File: config.mk
export PLATFORM = sky130hd
export DESIGN_NAME = double_clap_detector_core_flat
export DESIGN_NICKNAME = d
export VERILOG_FILES = /design/src/rtl/dcd_pkg.sv /design/src/rtl/dcd_req_if.sv /design/src/rtl/dcd_rsp_if.sv /design/src/rtl/double_clap_detector_core.sv /design/src/flat_wrapper.sv
export SDC_FILE = /design/constraint.sdc
export NUM_CORES = 1
export LEC_CHECK = 0
export BUFFER_PORTS_ARGS = -buffer_cell sky130_fd_sc_hd__buf_2
export CORE_AREA = 2 2 187 189
export CTS_CLUSTER_SIZE = 8
export DETAILED_ROUTE_END_ITERATION = 8
export DIE_AREA = 0 0 189 191
export HOLD_SLACK_MARGIN = 0.06
export MAX_ROUTING_LAYER = met4
export PLACE_DENSITY = 0.76
export SETUP_SLACK_MARGIN = 0.02
export SLEW_MARGIN = 20
export SYNTH_ARGS = -nofsm -noshare
export SYNTH_HDL_FRONTEND = slang
export SYNTH_SLANG_ARGS = --single-unit
File: constraint.sdc
create_clock -name clock -period 7.75 [get_ports clock]
set_clock_uncertainty 0.1 [all_clocks]
set_input_delay 0.3875 -clock clock [delete_from_list [all_inputs] [get_ports clock]]
set_output_delay 0.3875 -clock clock [all_outputs]
set_load 0.05 [all_outputs]
File: src/rtl/dcd_pkg.sv
// Package: shared types and constants for the double clap detector.
`timescale 1ns / 1ps

package dcd_pkg;

   localparam int unsigned TIME_W  = 32;
   localparam int unsigned CSR_W   = 16;
   localparam int unsigned CSR_IDX_W = 3;

   typedef logic [TIME_W-1:0]    time_type;
   typedef logic [CSR_W-1:0]     csr_data_type;
   typedef logic [CSR_IDX_W-1:0] csr_index_type;

   localparam csr_index_type CSR_SILENCE_MIN = 3'd0;
   localparam csr_index_type CSR_SOUND_MAX   = 3'd1;
   localparam csr_index_type CSR_COOLDOWN    = 3'd2;
   localparam csr_index_type CSR_DOUBLE_MIN  = 3'd3;
   localparam csr_index_type CSR_DOUBLE_MAX  = 3'd4;

   localparam csr_data_type RST_SILENCE_MIN = 16'd50;
   localparam csr_data_type RST_SOUND_MAX   = 16'd200;
   localparam csr_data_type RST_COOLDOWN    = 16'd100;
   localparam csr_data_type RST_DOUBLE_MIN  = 16'd100;
   localparam csr_data_type RST_DOUBLE_MAX  = 16'd1000;

   localparam time_type TIME_NONE = 32'd0;

endpackage

File: src/rtl/dcd_req_if.sv
// Interface: poll channel carrying timestamp and comparator level.
`timescale 1ns / 1ps

interface dcd_req_if
   import dcd_pkg::*;
   ();
   logic     valid;
   logic     ready;
   time_type now_ms;
   logic     sensor_level;

   modport source (output valid, output now_ms, output sensor_level, input ready);
   modport sink   (input valid, input now_ms, input sensor_level, output ready);
endinterface

File: src/rtl/dcd_rsp_if.sv
// Interface: result channel carrying clap and double clap flags.
`timescale 1ns / 1ps

interface dcd_rsp_if;
   logic valid;
   logic ready;
   logic clap_detected;
   logic double_clap;

   modport source (output valid, output clap_detected, output double_clap, input ready);
   modport sink   (input valid, input clap_detected, input double_clap, output ready);
endinterface

File: src/rtl/double_clap_detector_core.sv
// Top level: double clap detector with poll input register and result register.
//
//   channel   | dir | handshake       | payload
//   ----------+-----+-----------------+-------------------------------------
//   req_chan  | in  | valid / ready   | now_ms[31:0], sensor_level
//   rsp_chan  | out | valid / ready   | clap_detected, double_clap
//   csr_*     | in  | csr_we          | csr_index[2:0], csr_wdata[15:0]
//
// One poll per cycle unless rsp_chan stalls; each poll passes the poll register and
// then the result register before rsp_chan offers its result. The two registers each
// hold one transaction, so a new poll is taken while an earlier result still waits on
// rsp_chan. Detector state updates as a poll moves from the poll register into the
// result register. Synchronous reset restores registers and clears all time stores.
`timescale 1ns / 1ps

module double_clap_detector_core
   import dcd_pkg::*;
(
   input  logic          clock,
   input  logic          reset,
   dcd_req_if.sink       req_chan,
   dcd_rsp_if.source     rsp_chan,
   input  logic          csr_we,
   input  csr_index_type csr_index,
   input  csr_data_type  csr_wdata
);

   csr_data_type silence_min_ff, sound_max_ff, cooldown_ff, double_min_ff, double_max_ff;

   logic     p_valid_ff;
   time_type p_now_ff;
   logic     p_level_ff;

   logic     prev_level_ff, prev_level_in;
   time_type burst_start_ff, burst_start_in;
   time_type burst_last_ff, burst_last_in;
   time_type cooldown_end_ff, cooldown_end_in;
   time_type first_clap_ff, first_clap_in;

   logic rsp_valid_ff;
   logic clap_ff, clap_in;
   logic dbl_ff, dbl_in;

   logic     advance;
   logic     req_fire;
   time_type interval;
   logic     in_cooldown;
   logic     restart;
   time_type first_kept;

   assign advance  = p_valid_ff && (!rsp_valid_ff || rsp_chan.ready);
   assign req_chan.ready = !p_valid_ff || advance;
   assign req_fire = req_chan.valid && req_chan.ready;

   // configuration
   always_ff @(posedge clock) begin
      if (reset) begin
         silence_min_ff <= RST_SILENCE_MIN;
         sound_max_ff   <= RST_SOUND_MAX;
         cooldown_ff    <= RST_COOLDOWN;
         double_min_ff  <= RST_DOUBLE_MIN;
         double_max_ff  <= RST_DOUBLE_MAX;
      end else if (csr_we) begin
         case (csr_index)
            CSR_SILENCE_MIN: silence_min_ff <= csr_wdata;
            CSR_SOUND_MAX:   sound_max_ff   <= csr_wdata;
            CSR_COOLDOWN:    cooldown_ff    <= csr_wdata;
            CSR_DOUBLE_MIN:  double_min_ff  <= csr_wdata;
            CSR_DOUBLE_MAX:  double_max_ff  <= csr_wdata;
            default: ;
         endcase
      end
   end

   // poll register
   always_ff @(posedge clock) begin
      if (reset) begin
         p_valid_ff <= 1'b0;
      end else if (req_chan.ready) begin
         p_valid_ff <= req_chan.valid;
      end
   end

   always_ff @(posedge clock) begin
      if (req_fire) begin
         p_now_ff   <= req_chan.now_ms;
         p_level_ff <= req_chan.sensor_level;
      end
   end

   always_comb begin
      interval        = (first_clap_ff != TIME_NONE) ? p_now_ff - first_clap_ff : TIME_NONE;
      first_kept      = (interval > {16'd0, double_max_ff}) ? TIME_NONE : first_clap_ff;
      in_cooldown     = (cooldown_end_ff != TIME_NONE) && (p_now_ff < cooldown_end_ff);
      restart         = (burst_start_ff == TIME_NONE) ||
                        ((p_now_ff - burst_start_ff) > {16'd0, silence_min_ff});

      prev_level_in   = prev_level_ff;
      burst_start_in  = burst_start_ff;
      burst_last_in   = burst_last_ff;
      cooldown_end_in = cooldown_end_ff;
      first_clap_in   = first_kept;
      clap_in         = 1'b0;
      dbl_in          = 1'b0;

      if (!in_cooldown) begin
         prev_level_in = p_level_ff;
         if ((p_level_ff != prev_level_ff) && !p_level_ff) begin
            if (restart) begin
               burst_start_in  = p_now_ff;
               cooldown_end_in = TIME_NONE;
            end
            burst_last_in = p_now_ff;
         end
         if (p_level_ff && (burst_last_ff != TIME_NONE) &&
             ((p_now_ff - burst_last_ff) > {16'd0, silence_min_ff}) &&
             ((burst_last_ff - burst_start_ff) < {16'd0, sound_max_ff})) begin
            clap_in         = 1'b1;
            burst_start_in  = TIME_NONE;
            burst_last_in   = TIME_NONE;
            cooldown_end_in = p_now_ff + {16'd0, cooldown_ff};
         end
      end

      if (clap_in) begin
         if (first_kept == TIME_NONE) begin
            first_clap_in = p_now_ff;
         end else begin
            dbl_in = (interval > {16'd0, double_min_ff}) &&
                     (interval < {16'd0, double_max_ff});
            first_clap_in = TIME_NONE;
         end
      end
   end

   // detector state
   always_ff @(posedge clock) begin
      if (reset) begin
         prev_level_ff   <= 1'b1;
         burst_start_ff  <= TIME_NONE;
         burst_last_ff   <= TIME_NONE;
         cooldown_end_ff <= TIME_NONE;
         first_clap_ff   <= TIME_NONE;
      end else if (advance) begin
         prev_level_ff   <= prev_level_in;
         burst_start_ff  <= burst_start_in;
         burst_last_ff   <= burst_last_in;
         cooldown_end_ff <= cooldown_end_in;
         first_clap_ff   <= first_clap_in;
      end
   end

   // result register
   always_ff @(posedge clock) begin
      if (reset) begin
         rsp_valid_ff <= 1'b0;
      end else if (advance) begin
         rsp_valid_ff <= 1'b1;
      end else if (rsp_chan.ready) begin
         rsp_valid_ff <= 1'b0;
      end
   end

   always_ff @(posedge clock) begin
      if (advance) begin
         clap_ff <= clap_in;
         dbl_ff  <= dbl_in;
      end
   end

   assign rsp_chan.valid         = rsp_valid_ff;
   assign rsp_chan.clap_detected = clap_ff;
   assign rsp_chan.double_clap   = dbl_ff;

   a_double_needs_clap: assert property (@(posedge clock) disable iff (reset)
      rsp_valid_ff && dbl_ff |-> clap_ff)
      else $error("double clap without clap");

   a_clap_clears_burst: assert property (@(posedge clock) disable iff (reset)
      advance && clap_in |=> (burst_last_ff == TIME_NONE) && (burst_start_ff == TIME_NONE))
      else $error("burst not cleared after clap");

   a_cooldown_holds_level: assert property (@(posedge clock) disable iff (reset)
      advance && in_cooldown |=> $stable(prev_level_ff) && !clap_ff)
      else $error("level or clap changed during cooldown");

   a_stall_blocks_poll: assert property (@(posedge clock) disable iff (reset)
      p_valid_ff && rsp_valid_ff && !rsp_chan.ready |-> !req_chan.ready)
      else $error("poll taken while both stages are full");

endmodule

File: src/flat_wrapper.sv
// flat-port wrapper written by rule: the top's interface ports become plain ports
module double_clap_detector_core_flat import dcd_pkg::*;
  (clock, reset, csr_we, csr_index, csr_wdata, req_chan_valid, req_chan_now_ms, req_chan_sensor_level, req_chan_ready, rsp_chan_valid, rsp_chan_clap_detected, rsp_chan_double_clap, rsp_chan_ready);
  dcd_req_if req_chan_i ();
  dcd_rsp_if rsp_chan_i ();
  input  logic clock;
  input  logic reset;
  input  logic csr_we;
  input  csr_index_type csr_index;
  input  csr_data_type csr_wdata;
  input wire logic [$bits(req_chan_i.valid)-1:0] req_chan_valid;
  input wire logic [$bits(req_chan_i.now_ms)-1:0] req_chan_now_ms;
  input wire logic [$bits(req_chan_i.sensor_level)-1:0] req_chan_sensor_level;
  output wire logic [$bits(req_chan_i.ready)-1:0] req_chan_ready;
  output wire logic [$bits(rsp_chan_i.valid)-1:0] rsp_chan_valid;
  output wire logic [$bits(rsp_chan_i.clap_detected)-1:0] rsp_chan_clap_detected;
  output wire logic [$bits(rsp_chan_i.double_clap)-1:0] rsp_chan_double_clap;
  input wire logic [$bits(rsp_chan_i.ready)-1:0] rsp_chan_ready;
  assign req_chan_i.valid = req_chan_valid;
  assign req_chan_i.now_ms = req_chan_now_ms;
  assign req_chan_i.sensor_level = req_chan_sensor_level;
  assign req_chan_ready = req_chan_i.ready;
  assign rsp_chan_valid = rsp_chan_i.valid;
  assign rsp_chan_clap_detected = rsp_chan_i.clap_detected;
  assign rsp_chan_double_clap = rsp_chan_i.double_clap;
  assign rsp_chan_i.ready = rsp_chan_ready;
  double_clap_detector_core u_core (.clock(clock), .reset(reset), .req_chan(req_chan_i), .rsp_chan(rsp_chan_i), .csr_we(csr_we), .csr_index(csr_index), .csr_wdata(csr_wdata));
endmodule
==> results of run 1 <==
power groups by stage:
stage / clock network, W / logic (W) / registers (W)
floorplan: 0 / 0.000825 / 0.00139
global placement: 0 / 0.00109 / 0.00141
detailed placement: 0 / 0.00111 / 0.00142
CTS: 0.00152 / 0.00113 / 0.00139
global route: 0.00157 / 0.00127 / 0.00140
finish: 0.00151 / 0.00116 / 0.00139
registers in the layout, summed over array words and instances, names as in the netlist, 32 cells and up:
signal / flops
u_core.first_clap_ff: 32
u_core.cooldown_end_ff: 32
u_core.burst_last_ff: 32
u_core.burst_start_ff: 32
u_core.p_now_ff: 32
placed cells by master, fill, tap and decap left out, types with 30 or more instances in the layout:
cell type      count
o21a_1            31
xnor2_1           52
nand3_1           47
inv_1            232
nor2_1           110
edfxtp_1          35
ha_1             248
o21ai_0          110
a21o_1            77
nor3_1            39
clkbuf_16         38
a22o_1            34
xor2_1            49
o2bb2ai_1         30
nand4_1           58
a211oi_1          31
dfxtp_1          211
dlygate4sd3_1     38
a21oi_1          248
o211ai_1          41
a22o_2            33
nor4_1            39
buf_2             60
nand2_1          291
metal layers:
| metal | global-route usage [%] | wire (µm) | vias up | part of all wire, % |
|---|---|---|---|---|
| met2 | 61.58 | 30720 | 784 | 47 |
| li1 | - | - | 9369 | - |
| met5 | - | 0 | - | 0 |
| met4 | 16.86 | 3193 | 0 | 4.9 |
| met3 | 4.957 | 4242 | 168 | 6.5 |
| met1 | 44.85 | 27270 | 9416 | 42 |
cells by family after synthesis:
logic type	count (synthesis)	share of synthesized area (%)
compound gates	829	28.70
xor+xnor	101	4.386
fa+ha+maj	253	15.88
buf+inv	331	6.452
flops	246	26.15
mux	13	0.6576
simple gates	734	17.77
worst max-delay path: cells and delay by family, from the launching register on:
kind | cells | cell delay (ns)
simple gates | 6 | 1.63
compound gates | 11 | 2.77
fa+ha+maj | 3 | 0.61
buf+inv | 4 | 0.78
xor+xnor | 1 | 0.14
flops | 1 | 0.38
metrics by stage:
step | total power (W) | hold slack [ns]
after CTS | 0.004040 | 0.06316
after global placement | 0.002501 | 0.3426
after detailed placement | 0.002524 | 0.3481
after floorplan | 0.002217 | 0.3336
final | 0.004061 | 0.08851
after global routing | 0.004239 | 0.09710
layout make-up:
cell class                 instances  area [µm²]
multi-input combinational       1930       13610
sequential                       246        5275
fill                            2947       11930
clock buffer                      49        1012
clock inverter                     3       47.55
inverter                         233       874.6
tap                              455       569.3
timing repair buffer             114       800.8
worst max path at each step:
stage,start,endpoint,slack [ns],depth (start not counted)
detailed placement,u_core.p_now_ff[0],u_core.first_clap_ff[23],1.35,21
CTS,u_core.p_now_ff[0],u_core.first_clap_ff[23],1.30,21
global route,u_core.burst_last_ff[0],u_core.first_clap_ff[2],0.90,25
floorplan,u_core.p_now_ff[0],u_core.burst_start_ff[10],2.65,22
global placement,u_core.p_now_ff[0],u_core.first_clap_ff[30],1.59,21
finish,u_core.burst_last_ff[0],u_core.first_clap_ff[12],1.29,25
timing repair:
action,4_1_cts,5_1_grt
resized for setup,0,0
hold buffers,38,0
endpoints found under the hold margin,46,0
==> results.toml, run 1 <==
[run_status]
status = "finished clean"

[logic_synthesis]
synth_most_common_cell = "nand2_1"
synth_top_area_cell = "dfxtp_1"
yosysWarnings = 0
netlist_top_cells_area = "dfxtp_1 21%, ha_1 15%, a21oi_1 6.2%"
ys_seq_area_share_pct = 26.15
netlist.area_leader.share_pct = 20.94
synth-seq-cells = 246
synth_common_cells = "291 x nand2_1, 249 x a21oi_1, 248 x ha_1, 232 x inv_1, 211 x dfxtp_1"
synth_edf_count = 35
synth.cell_area_um2 = 20170
synth.avg_cell_area_um2 = 8.045
synth_ff_type = "dfxtp_1"
syn-num-nets = 2817
syn_inst = 2507
synthDistinctLibCells = 96
async_reset_ff_share_pct = 0

[drt]
route.detailed.drc = 0
wl_per_cell_um = 21.59
vias_per_cell = 6.514
drt_iter0_drc = 1825
num_vias = 19740
wl_um = 65420
firstDrtPassIters = 7
ant_nets = 0

[global_routing]
antenna_found_initial = 0
grt_pass1_vias = 19220
grt_use_total_pct = 37.07
grt-ovfl-total = 0
grt_pass1_wl_um = 103100
grt_start_max_net_pins = 75

[cells_and_area]
fin_area_um2 = 22190
area_delta_synth_final_pct = 10.01
layout-drive-gt1-share_pct = 7.417
antennaDiodeCount = 0
final_cell_count_no_fill = 3030
fin_util_pct = 65.03
layout.nets = 2872

[clock_network]
cts_tree = "built"
root_buffer = "clkbuf_16"
cts_sinks = 246
cts_max_path_buffers = 3
clkTransAtPathRegs_ns = 0.05
insertion_delay_ns = 0.54
cts_setup_buffers = 0
cts_made_buffers = 37
htreeDepth = 2

[sta]
max_slew_margin_pct = 37.51
setup_viol = 0
finalHoldViolations = 0
finalCritPeriodShare_pct = 83.34
setup_ws_ns = 1.291
rsz0062_at_grt = "false"
max_freq_mhz = 154.8
slew_violations = 0
fin_crit_ns = 6.459
tightest_slew_ns = 0.9138
setup_tns_ns = 0

[floorplan]
die_x_um = 189
fp.dieH_um = 191
dieArea_um2 = 36100
core_area_um2 = 34120
rows = 68
io-pin-count = 61
initial_core_util_pct = 59.12

[placed_design]
io_buffers = 60
globalplace.congestion = 0.9965
dpl_cell_area_um2 = 20740
hpwlAfterDp_um = 51040
place_ws_ns = 1.350
dp_cells = 2940

[worst_setup_path]
slowest_delay_ns = 0.71
r2r_end = "u_core.first_clap_ff[12]"
r2r_slack_ns = 1.29
crit_slowest_cell = "nor4b_2"
timing.rr.start = "u_core.burst_last_ff[0]"
ff2ff_path_depth = 25
critical_path_class = "register to register"
arrival_ns = 6.82
crit_path_start_kind = "register"
cp.required_ns = 8.12
cp_max_fo = 30
crit_path_end_kind = "register"

[min_path]
hold_depth = 3
hold_class = "input pin to register"
min-delay-start = "csr_wdata[3]"
hold-path-endpoint = "u_core.cooldown_ff[3]"

[pwr]
powerDensity_nw_per_um2 = 183.0
p_int_w = 0.002697
p_clk_share_pct = 37.2
p_comb_share_pct = 28.5
vdd_drop_max_mv = 0.1530
p_leak_nw = 8.867
switching_share_pct = 33.58
power.switching_w = 0.001364
p_seq_share_pct = 34.3

[job]
drv_cap = 0
Power figures use the tool's default switching activity.
==> run 2, diff against run 1 <==
- clock period: 7.75 -> 6.15 ns (I/O delays scaled with it)
==> run 2 against run 1 <==
  * Cell area up 1.4%
  * Clock power up 25%
  * Final cell count up 1.2%
  * Via count up 0.26%
  * Critical path type unchanged
  * Critical endpoint is now u_core.burst_start_ff[28]
==> results.toml, run 2 (synthesized netlist as in run 1, its figures left out) <==
[clock_network]
cts_sinks = 246
cts_max_path_buffers = 3
cts_made_buffers = 37
clkTransAtPathRegs_ns = 0.05
root_buffer = "clkbuf_16"
cts_tree = "built"
insertion_delay_ns = 0.56
htreeDepth = 2

[sta]
fin_crit_ns = 5.844
rsz0062_at_grt = "true"
slew_violations = 0
max_slew_margin_pct = 38.03
finalHoldViolations = 0
finalCritPeriodShare_pct = 95.02
tightest_slew_ns = 0.9295
setup_ws_ns = 0.3065
setup_viol = 0
setup_tns_ns = 0
max_freq_mhz = 171.1

[cells_and_area]
mostFrequentLayoutCell = "nand2_1"
layout-drive-gt1-share_pct = 7.890
mostFrequentLayoutCells = "291 x nand2_1, 248 x a21oi_1, 248 x ha_1, 232 x inv_1, 211 x dfxtp_1"
fin_area_um2 = 22490
layout.nets = 2904
antennaDiodeCount = 0
area_delta_synth_final_pct = 11.49

[job]
drv_cap = 0

[floorplan]
rows = 68
core_area_um2 = 34120
die_x_um = 189
fp.dieH_um = 191
initial_core_util_pct = 59.12
io-pin-count = 61
dieArea_um2 = 36100

[run_status]
status = "finished clean"

[global_routing]
grt-ovfl-total = 0
grt_pass1_vias = 19210
grt_pass1_wl_um = 103300
grt_start_max_net_pins = 77
antenna_found_initial = 0
grt_use_total_pct = 37.38

[drt]
vias_per_cell = 6.454
wl_per_cell_um = 21.63
wl_um = 66330
route.detailed.drc = 0
firstDrtPassIters = 5
num_vias = 19790
ant_nets = 0
drt_iter0_drc = 1825

[worst_setup_path]
crit_path_start_kind = "register"
cp.required_ns = 6.48
arrival_ns = 6.18
crit_path_end_kind = "register"
critical_path_class = "register to register"
cp_max_fo = 32

[placed_design]
io_buffers = 60
globalplace.congestion = 1.013
place_ws_ns = 0.3276
dpl_cell_area_um2 = 20880
hpwlAfterDp_um = 51210

[min_path]
hold_class = "input pin to register"

[pwr]
powerDensity_nw_per_um2 = 227.9
p_leak_nw = 9.015
vdd_drop_max_mv = 0.2635
-- run 2: cell count changes in the layout (fill, tap and decap cells not counted), sizes merged --
cell         delta
buf            +17
clkbuf          +4
dlygate4sd3    +15
-- run 2: cell type report --
class | instances | area [µm²]
Clock inverter | 3 | 45.04
Sequential cell | 246 | 5275
Timing Repair Buffer | 146 | 1104
Multi-Input combinational cell | 1930 | 13610
Clock buffer | 53 | 1007
Fill cell | 2879 | 11630
Inverter | 233 | 874.6
Tap cell | 455 | 569.3
-- run 2: path summary, 6_finish.rpt --
path                                             endpoint  depth (start not counted)  slack, ns                     start
worst max register to register  u_core.burst_start_ff[28]                         24       0.31        u_core.p_now_ff[0]
worst min-delay path                u_core.cooldown_ff[0]                          4       0.14              csr_index[0]
worst max-delay path            u_core.burst_start_ff[28]                         24       0.31        u_core.p_now_ff[0]
worst min register to register   u_core.silence_min_ff[6]                          2       0.35  u_core.silence_min_ff[6]
-- run 2: power breakdown --
group | total (W) | internal, W | leakage (nW) | switching (W)
logic | 0.00149 | 0.000593 | 6.46 | 0.000897
clock network | 0.00189 | 0.00113 | 0.507 | 0.000761
registers | 0.00174 | 0.00168 | 2.05 | 0.0000630
-- run 2: stage by stage --
step                      hold slack (ns)  utilization [%]  total power [W]  std cells
after floorplan                    0.3064                -         0.002794       2507
after CTS                          0.2401            65.83         0.005102       3065
final                              0.1410            65.91         0.005125       3066
after global placement             0.3418            61.19         0.003159       2956
after detailed placement           0.3474            61.19         0.003186       2956
after global routing               0.1796            65.91         0.005347       3066
-- run 2: critical path, stage by stage (launching register included) --
cell and delay [ns]:
edfxtp_1 0.38, inv_1 0.14, ha_1 0.17, inv_1 0.05, fa_1 0.44, a211oi_1 0.34
o211ai_1 0.26, o21a_1 0.21, a21o_1 0.18, a21oi_1 0.21, o21bai_1 0.10, a21oi_1 0.17
xnor2_1 0.10, ha_1 0.29, nand4_1 0.18, nor4_2 0.34, nor3_1 0.14, nor4b_1 0.34
nand4_1 0.16, nor4_1 0.27, and4_1 0.27, a31oi_1 0.17, and2_1 0.21, buf_4 0.25
a22o_2 0.26
-- run 2: routing by layer --
layer  GRT usage [%]  vias up  wire length, µm
met4           14.75        0             2688
met5               -        -                0
li1                -     9441                -
met2           61.79      757            31190
met3           5.563      149             4879
met1           46.00     9441            27580
-- run 2: what timing repair did --
action                                  4_1_cts  5_1_grt
setup buffers                                 0        1
hold buffers                                 53        0
gates resized for setup                       0        2
hold endpoints to repair                    119        0
endpoints found under the setup margin        0       96
